==> src/hdl/ada_pkg.sv <==
`timescale 1ns / 1ps
// Shared constants, types and fixed-point helpers of the AdaMod update unit.
package ada_pkg;

   localparam int FRAC_BITS  = 24;
   localparam int WORD_WIDTH = 32;
   localparam int CFG_WIDTH  = 24;
   localparam int CORR_WIDTH = 32;

   localparam logic [24:0]        ONE_Q       = 25'd1 << FRAC_BITS;
   localparam logic [63:0]        HALF_Q      = 64'd1 << (FRAC_BITS - 1);
   localparam logic signed [63:0] HALF_Q_S    = 64'sd1 <<< (FRAC_BITS - 1);
   localparam logic signed [63:0] SAT_MAX     = (64'sd1 <<< (WORD_WIDTH - 1)) - 64'sd1;
   localparam logic signed [63:0] SAT_MIN     = -SAT_MAX - 64'sd1;
   localparam logic [63:0]        SAT_MAX_U   = 64'(SAT_MAX);

   // A weight step is never larger than the whole word range.
   localparam logic [32:0]        STEP_CAP    = 33'h1_0000_0000;

   localparam logic [23:0] LEARN_RATE_RST   = 24'd16777;
   localparam logic [23:0] FIRST_DECAY_RST  = 24'd15099494;
   localparam logic [23:0] SECOND_DECAY_RST = 24'd16760438;
   localparam logic [23:0] LONG_DECAY_RST   = 24'd16760438;
   localparam logic [23:0] EPSILON_RST      = 24'd1;
   localparam logic [23:0] DECAY_WEIGHT_RST = 24'd0;
   localparam logic [31:0] INV_CORR_RST     = 32'd65536;

   localparam int SQRT_STEPS     = 32;
   localparam int SQRT_PER_STAGE = 4;
   localparam int SQRT_STAGES    = SQRT_STEPS / SQRT_PER_STAGE;
   localparam int DIV_STEPS      = 33;
   localparam int DIV_PER_STAGE  = 4;
   localparam int DIV_STAGES     = (DIV_STEPS + DIV_PER_STAGE - 1) / DIV_PER_STAGE;
   localparam int LATENCY        = 10 + SQRT_STAGES + DIV_STAGES;

   typedef enum logic [2:0] {
      CSR_LEARN_RATE   = 3'd0,
      CSR_FIRST_DECAY  = 3'd1,
      CSR_SECOND_DECAY = 3'd2,
      CSR_LONG_DECAY   = 3'd3,
      CSR_EPSILON      = 3'd4,
      CSR_DECAY_WEIGHT = 3'd5,
      CSR_INV_CORR_ONE = 3'd6,
      CSR_INV_CORR_TWO = 3'd7
   } ada_csr_type;

   // Values that ride along with an element through the root and divider pipes.
   typedef struct packed {
      logic [31:0] weight;
      logic [31:0] mean;
      logic [30:0] square;
      logic [30:0] longterm;
      logic        neg;
      logic [71:0] num;
   } ada_side_type;

   function automatic logic [31:0] sat_signed(input logic signed [63:0] x);
      logic [31:0] r;
      priority if (x > SAT_MAX) begin
         r = 32'h7FFF_FFFF;
      end else if (x < SAT_MIN) begin
         r = 32'h8000_0000;
      end else begin
         r = x[31:0];
      end
      return r;
   endfunction

   function automatic logic [31:0] round_sat_signed(input logic signed [63:0] x);
      logic signed [63:0] t;
      t = (x + HALF_Q_S) >>> FRAC_BITS;
      return sat_signed(t);
   endfunction

   function automatic logic [30:0] sat_unsigned(input logic [63:0] x);
      logic [30:0] r;
      if (x > SAT_MAX_U) begin
         r = 31'h7FFF_FFFF;
      end else begin
         r = x[30:0];
      end
      return r;
   endfunction

   function automatic logic [30:0] round_sat_unsigned(input logic [63:0] x);
      return sat_unsigned((x + HALF_Q) >> FRAC_BITS);
   endfunction

endpackage

==> src/hdl/ada_div_pipe.sv <==
`timescale 1ns / 1ps
// Pipelined restoring divider giving a 33-bit quotient and an overflow flag.
module ada_div_pipe (
   input  logic                 clock,
   input  logic                 reset,
   input  logic                 in_valid,
   input  logic [31:0]          in_den,
   input  ada_pkg::ada_side_type in_side,
   output logic                 out_valid,
   output logic [32:0]          out_quot,
   output logic                 out_big,
   output ada_pkg::ada_side_type out_side
);

   logic                  vld_ff  [ada_pkg::DIV_STAGES];
   logic                  vld_in  [ada_pkg::DIV_STAGES];
   logic [31:0]           den_ff  [ada_pkg::DIV_STAGES];
   logic [31:0]           den_in  [ada_pkg::DIV_STAGES];
   logic [31:0]           rem_ff  [ada_pkg::DIV_STAGES];
   logic [31:0]           rem_in  [ada_pkg::DIV_STAGES];
   logic [32:0]           lo_ff   [ada_pkg::DIV_STAGES];
   logic [32:0]           lo_in   [ada_pkg::DIV_STAGES];
   logic [32:0]           quot_ff [ada_pkg::DIV_STAGES];
   logic [32:0]           quot_in [ada_pkg::DIV_STAGES];
   logic                  big_ff  [ada_pkg::DIV_STAGES];
   logic                  big_in  [ada_pkg::DIV_STAGES];
   ada_pkg::ada_side_type side_ff [ada_pkg::DIV_STAGES];
   ada_pkg::ada_side_type side_in [ada_pkg::DIV_STAGES];

   always_comb begin : steps
      logic [38:0] top;
      logic [31:0] den;
      logic [31:0] rem;
      logic [32:0] lo;
      logic [32:0] quot;
      logic [32:0] rem2;
      for (int k = 0; k < ada_pkg::DIV_STAGES; k++) begin
         if (k == 0) begin
            // The quotient overflows 33 bits when the upper part already reaches the divisor.
            top        = in_side.num[71:33];
            den        = in_den;
            vld_in[k]  = in_valid;
            side_in[k] = in_side;
            big_in[k]  = (top >= {7'd0, in_den});
            rem        = top[31:0];
            lo         = in_side.num[32:0];
            quot       = '0;
         end else begin
            top        = '0;
            den        = den_ff[k-1];
            vld_in[k]  = vld_ff[k-1];
            side_in[k] = side_ff[k-1];
            big_in[k]  = big_ff[k-1];
            rem        = rem_ff[k-1];
            lo         = lo_ff[k-1];
            quot       = quot_ff[k-1];
         end
         for (int j = 0; j < ada_pkg::DIV_PER_STAGE; j++) begin
            if (k * ada_pkg::DIV_PER_STAGE + j < ada_pkg::DIV_STEPS) begin
               rem2 = {rem, lo[32]};
               lo   = {lo[31:0], 1'b0};
               if (rem2 >= {1'b0, den}) begin
                  rem2 = rem2 - {1'b0, den};
                  quot = {quot[31:0], 1'b1};
               end else begin
                  quot = {quot[31:0], 1'b0};
               end
               rem = rem2[31:0];
            end
         end
         den_in[k]  = den;
         rem_in[k]  = rem;
         lo_in[k]   = lo;
         quot_in[k] = quot;
      end
   end

   always_ff @(posedge clock) begin
      for (int k = 0; k < ada_pkg::DIV_STAGES; k++) begin
         if (reset) begin
            vld_ff[k] <= 1'b0;
         end else begin
            vld_ff[k] <= vld_in[k];
         end
         den_ff[k]  <= den_in[k];
         rem_ff[k]  <= rem_in[k];
         lo_ff[k]   <= lo_in[k];
         quot_ff[k] <= quot_in[k];
         big_ff[k]  <= big_in[k];
         side_ff[k] <= side_in[k];
      end
   end

   assign out_valid = vld_ff[ada_pkg::DIV_STAGES-1];
   assign out_quot  = quot_ff[ada_pkg::DIV_STAGES-1];
   assign out_big   = big_ff[ada_pkg::DIV_STAGES-1];
   assign out_side  = side_ff[ada_pkg::DIV_STAGES-1];

endmodule

==> config.mk <==
export PLATFORM = sky130hd
export DESIGN_NAME = ada_div_pipe
export DESIGN_NICKNAME = d
export VERILOG_FILES = /design/src/hdl/ada_pkg.sv /design/src/hdl/ada_div_pipe.sv
export SDC_FILE = /design/constraint.sdc
export NUM_CORES = 2
export LEC_CHECK = 0
export BUFFER_PORTS_ARGS = -buffer_cell sky130_fd_sc_hd__clkbuf_2
export CAP_MARGIN = 10
export CORE_MARGIN = 5
export CORE_UTILIZATION = 40
export DETAILED_ROUTE_END_ITERATION = 10
export GPL_TIMING_DRIVEN = 0
export PLACE_DENSITY = 0.66
export SLEW_MARGIN = 20
export SYNTH_ARGS = -nofsm -noshare
export SYNTH_HDL_FRONTEND = slang
export SYNTH_SLANG_ARGS = --single-unit
export TNS_END_PERCENT = 5
==> constraint.sdc <==
create_clock -name clock -period 33.8 [get_ports clock]
set_input_delay 0 -clock clock [delete_from_list [all_inputs] [get_ports clock]]
set_output_delay 0 -clock clock [all_outputs]
set_load 0.05 [all_outputs]
# Yosys cells after proc, flatten, opt, wreduce, memory -nomap -nowiden

Memories as Yosys holds them, arrays and structs flattened.
Cells that the tools add are included.

Flip-flop bits (word level): 0
RAM bits: 2,970
Input port bits: 234
Memories kept: 7

Add/sub/neg operators: 33
Magnitude comparators: 34
Muxes and demuxes: 78
Bitwise operators: 9

Memories:

| memory          | words | width | read ports | clocked after Yosys merged registers in | write ports | RTL line           | source |
|---|---|---|---|---|---|---|---|
| side_ff         | 9     | 199   | 9          | 0                                       | 9           | ada_div_pipe.sv:27 | `ada_pkg::ada_side_type side_ff [ada_pkg::DIV_STAGES];` |
| quot_ff         | 9     | 33    | 9          | 0                                       | 9           | ada_div_pipe.sv:23 | `logic [32:0] quot_ff [ada_pkg::DIV_STAGES];` |
| den_ff          | 9     | 32    | 8          | 0                                       | 9           | ada_div_pipe.sv:17 | `logic [31:0] den_ff [ada_pkg::DIV_STAGES];` |
| lo_ff           | 9     | 32    | 8          | 0                                       | 9           | ada_div_pipe.sv:21 | `logic [32:0] lo_ff [ada_pkg::DIV_STAGES];` |
| rem_ff          | 9     | 32    | 8          | 0                                       | 9           | ada_div_pipe.sv:19 | `logic [31:0] rem_ff [ada_pkg::DIV_STAGES];` |
| big_ff          | 9     | 1     | 9          | 0                                       | 9           | ada_div_pipe.sv:25 | `logic big_ff [ada_pkg::DIV_STAGES];` |
| 1 more memories | -     | -     | -          | -                                       | -           | -                  |  |

Operator list:

| operator       | number |
|---|---|
| $ge 33x32->1   | 33 |
| $mux 32        | 33 |
| $sub 32x32->32 | 33 |
| $mux 1         | 45 |
| $ge 39x32->1   | 1 |
| $or 1x1->1     | 9 |

# Logic depth before layout (Yosys ltp)

An unclocked memory read counts as a cell.

Depth in word-level cells: 9
Mapped depth: 62
Gate-level depth less buffers: 58

# Worst setup path after synthesis

No wires, ideal clock.

Kind: register -> register
Start: memory den_ff[6][1] (netlist: den_ff[0][193])
End: memory rem_ff[7][23] (netlist: rem_ff[0][247])
Setup time: 0.121 ns
Arrival: 12.371 ns
Setup slack: 21.308 ns
Stages on the path, launching flop included: 57
Cells stage by stage: dfxtp_1 -> inv_1 -> ha_1 -> nor2b_1 -> o31a_1 -> o2111ai_1 -> a21oi_1 -> o21ai_0 -> nand3_1 -> a21boi_1 -> buf_2 -> clkbuf_1 -> mux2_2 -> ha_1 -> a2111oi_0 -> nand3_1 -> a41o_1 -> a41o_1 -> [21 not listed] -> inv_2 -> buf_2 -> a21oi_1 -> ha_1 -> nor2b_1 -> o21ai_0 -> a21oi_1 -> nor4b_1 -> nor3_1 -> o21ai_0 -> o21ai_0 -> o41ai_1 -> o211a_1 -> o21ai_0 -> o21bai_1 -> o21bai_1 -> buf_2 -> mux2_2

RTL lines:

| element     | RTL line |
|---|---|
| from (decl) | ada_div_pipe.sv:17 |
| to (decl)   | ada_div_pipe.sv:19 |

==> metrics.md <==
| Metric | Value |
|---|---|
| Status | completed |
| Flop2flop setup slack | 16.15 ns |
| Hold wc startpoint | in_side[29] |
| CP max stage cell | a2111oi_0 |
| Post-Layout Cell Count | approximately 17,000 |
| Slew Limit Fails | 0 |
| Main synth FF type | dfxtp_1 |
| Max incr delay on CP | approximately 0.68 ns |
| Start point of the critical path | den_ff[0][66] |
| Initial Util | 0.4006 |
| CTS clk-pin slew, worst paths | around 0.060 ns |
| I/O Buffers | between 400 and 500 |
| FF-to-FF End | rem_ff[0][101] |
| Sequential share of the synthesized area | 0.4347 |
| Die Ht | 546.3 um |
| Avg Cell Area, Syn | 9.913 um2 |
| TNS Setup | 0 ns |
| GRT Total Usage | 0.2065 |
| Number of global-route vias before repair | around 83,000 |
| Initial antenna violation count | 13 |
| CTS tree | done |
| Synthesized area | between 0.1 and 0.15 mm2 |
| Nets@finish | 14,140 |
| Period utilization | 0.5223 |
| Reg2reg start | den_ff[0][66] |
| Post-CTS Setup Inserts | 0 |
| CTS root buffer | clkbuf_16 |
| Max-Cap Viols | 0 |
| Max Buffers Root-to-Sink | 4 |
| Antenna Nets Post-Route | 0 |
| Crit path capture | rem_ff[0][101] |
| Post-CTS Hold Fix Bufs | 469 |
| # H-tree levels | 4 |
| R2R cell count | 59 |
| Unrepaired setup endpoints after global routing | false |
| Commonest cells after routing, fill and taps aside | dfxtp_1 (2,498), ha_1 (1,088), a21oi_1 (883) |
| Layout Skew | between 0.1 and 0.15 ns |
| Die width | ~550 um |
| Global-route wire length before repair | between 400,000 and 500,000 um |
| # rows | just under 200 |
| Hold WC Path Type | in -> reg |
| Async S/R FF share, synth | 0 |
| DRT iter0 DRCs | about 6,400 |
| Syn Nets | ~13,000 |
| Number of remaining DRC errors | 0 |
| Relative slew slack | 0.3142 |
| Final Hold Vio Count | 0 |
| #FFs+latches synth | 2,498 |
| Yosys Warn Count | 0 |
| Placed instance count | 15,850 |
| Yosys cell types | ~100 |
| CTS resizes | 0 |
| Final min period | roughly 18 ns |
| Routed wire length | 321,800 um |
| Kind of start point of the critical path | flop |
| Wirelength per Cell | roughly 19 um |
| Grt total ovfl | 0 |
| Worst Path Arrival | around 18 ns |
| Placer Congestion | around 0.95 |
| DR vias/cell | ~5.2 |
| Total die area | between 0.2 and 0.3 mm2 |
| Pin count of the biggest net entering global routing | 25 |
| Most common cell after layout, fill and taps aside | dfxtp_1 |
| Area of the core | 0.2872 mm2 |
| Max Fclk | around 0.057 GHz |
| Synth-to-Final Area Change | 17.59% |
| Total clock sinks | 2,498 |
| Via count | approximately 87,000 |
| Slew at the pin closest to its max-slew limit | just over 1 ns |
| Critical path endpoint category | flop |
| Required time of the critical path | 34.54 ns |
| CTS Buf Count | 239 |
| CP max FO | 10 |
| Mapped Cells | 11,610 |
| Critical path class | reg -> reg |
| Clk Latency, worst-skew pair | approximately 0.96 ns |
| HPWL Detailed | between 200,000 and 300,000 um |
| Layout cells sized above 1 | 0.1426 |
| # IOs | between 400 and 500 |
| Pre-antenna DRT Iters | 6 |
| EDFF count, synth | 0 |
| # setup viols final | 0 |
## worst max-delay path, delay by kind of cell (launching register included)
family / cells / cell delay, ns
AOI/OAI and AO/OA: 30 / 9.06
adders and majority gates: 4 / 1.37
buffers and inverters: 13 / 3.98
DFF: 1 / 0.45
muxes: 2 / 0.86
and+or+nand+nor: 10 / 1.69
## metal layers
metal / GRT usage / up-vias / routed length, um
li1: - / 43520 / -
met1: 0.2680 / 40670 / 138600
met2: 0.3529 / 2641 / 150900
met5: 0 / - / 13
met3: 0.02711 / 610 / 19980
met4: 0.07142 / 2 / 12280
## kinds of logic after synthesis
group	count (synthesis)	synth area share
AND/OR/NAND/NOR	2430	0.1029
multiplexers	669	0.06568
adder cells (fa/ha/maj)	1120	0.1239
AO/OA/AOI/OAI	2997	0.1668
XOR/XNOR	825	0.06281
flip-flops	2498	0.4347
buffers and inverters	1066	0.04328
## through the flow
stage	hold WS (ns)	utilization	setup WS, ns	cell area, um2
2_1_floorplan	0.02772	-	21.31	115000
3_3_place_gp	0.1019	0.4252	16.53	122100
3_5_place_dp	0.1039	0.4253	16.56	122100
4_1_cts	0.009414	0.4711	16.47	135300
5_1_grt	0.05378	0.4711	15.43	135300
6_report	0.1254	0.4711	16.15	135300
## sequential cells by signal, indices dropped and copies added, names as in the netlist
signal   cells
big_ff       9
den_ff     256
quot_ff    177
rem_ff     256
side_ff   1791
vld_ff       9
## area by class of cell
type	count	area, um2
plain buffers	411	2520
inverters	655	2459
flip-flops and latches	2498	50010
clock buffers	321	6800
multi-input cells	8041	60070
clock inverters	121	1654
diodes	6	15.01
repair buffers	936	7032
well taps	3781	4731
fillers	26650	151900
## cell usage after synthesis (96+ instances only)
cell type	number	area (um2)
a21o_1	508	3814
a21oi_1	883	4419
a31oi_1	99	619.3
and3_1	96	600.6
buf_4	233	1749
clkbuf_1	106	397.9
dfxtp_1	2498	50010
ha_1	1088	13610
inv_1	644	2417
mux2_2	545	6137
nand2_1	630	2365
nand2b_1	143	894.6
nand3_1	168	840.8
nand4_1	162	1013
nor2_1	639	2399
nor2b_1	135	844.6
nor3_1	164	820.8
o21a_1	150	1126
o21ai_0	638	3193
o21bai_1	111	833.3
xnor2_1	579	5071
xor2_1	246	2155
## how the worst min path moves through the flow
stage	slack, ns	end	cells past startpoint
after CTS	0.009	big_ff[0][0]	4
final	0.13	rem_ff[0][0]	4
after global routing	0.05	rem_ff[0][0]	4
after global placement	0.10	side_ff[0][196]	1
after floorplan	0.03	den_ff[0][0]	0
after detailed placement	0.10	side_ff[0][113]	1
Power is not shown: default switching activity piles up to over one toggle a cycle in this logic, so the estimate is an artifact.
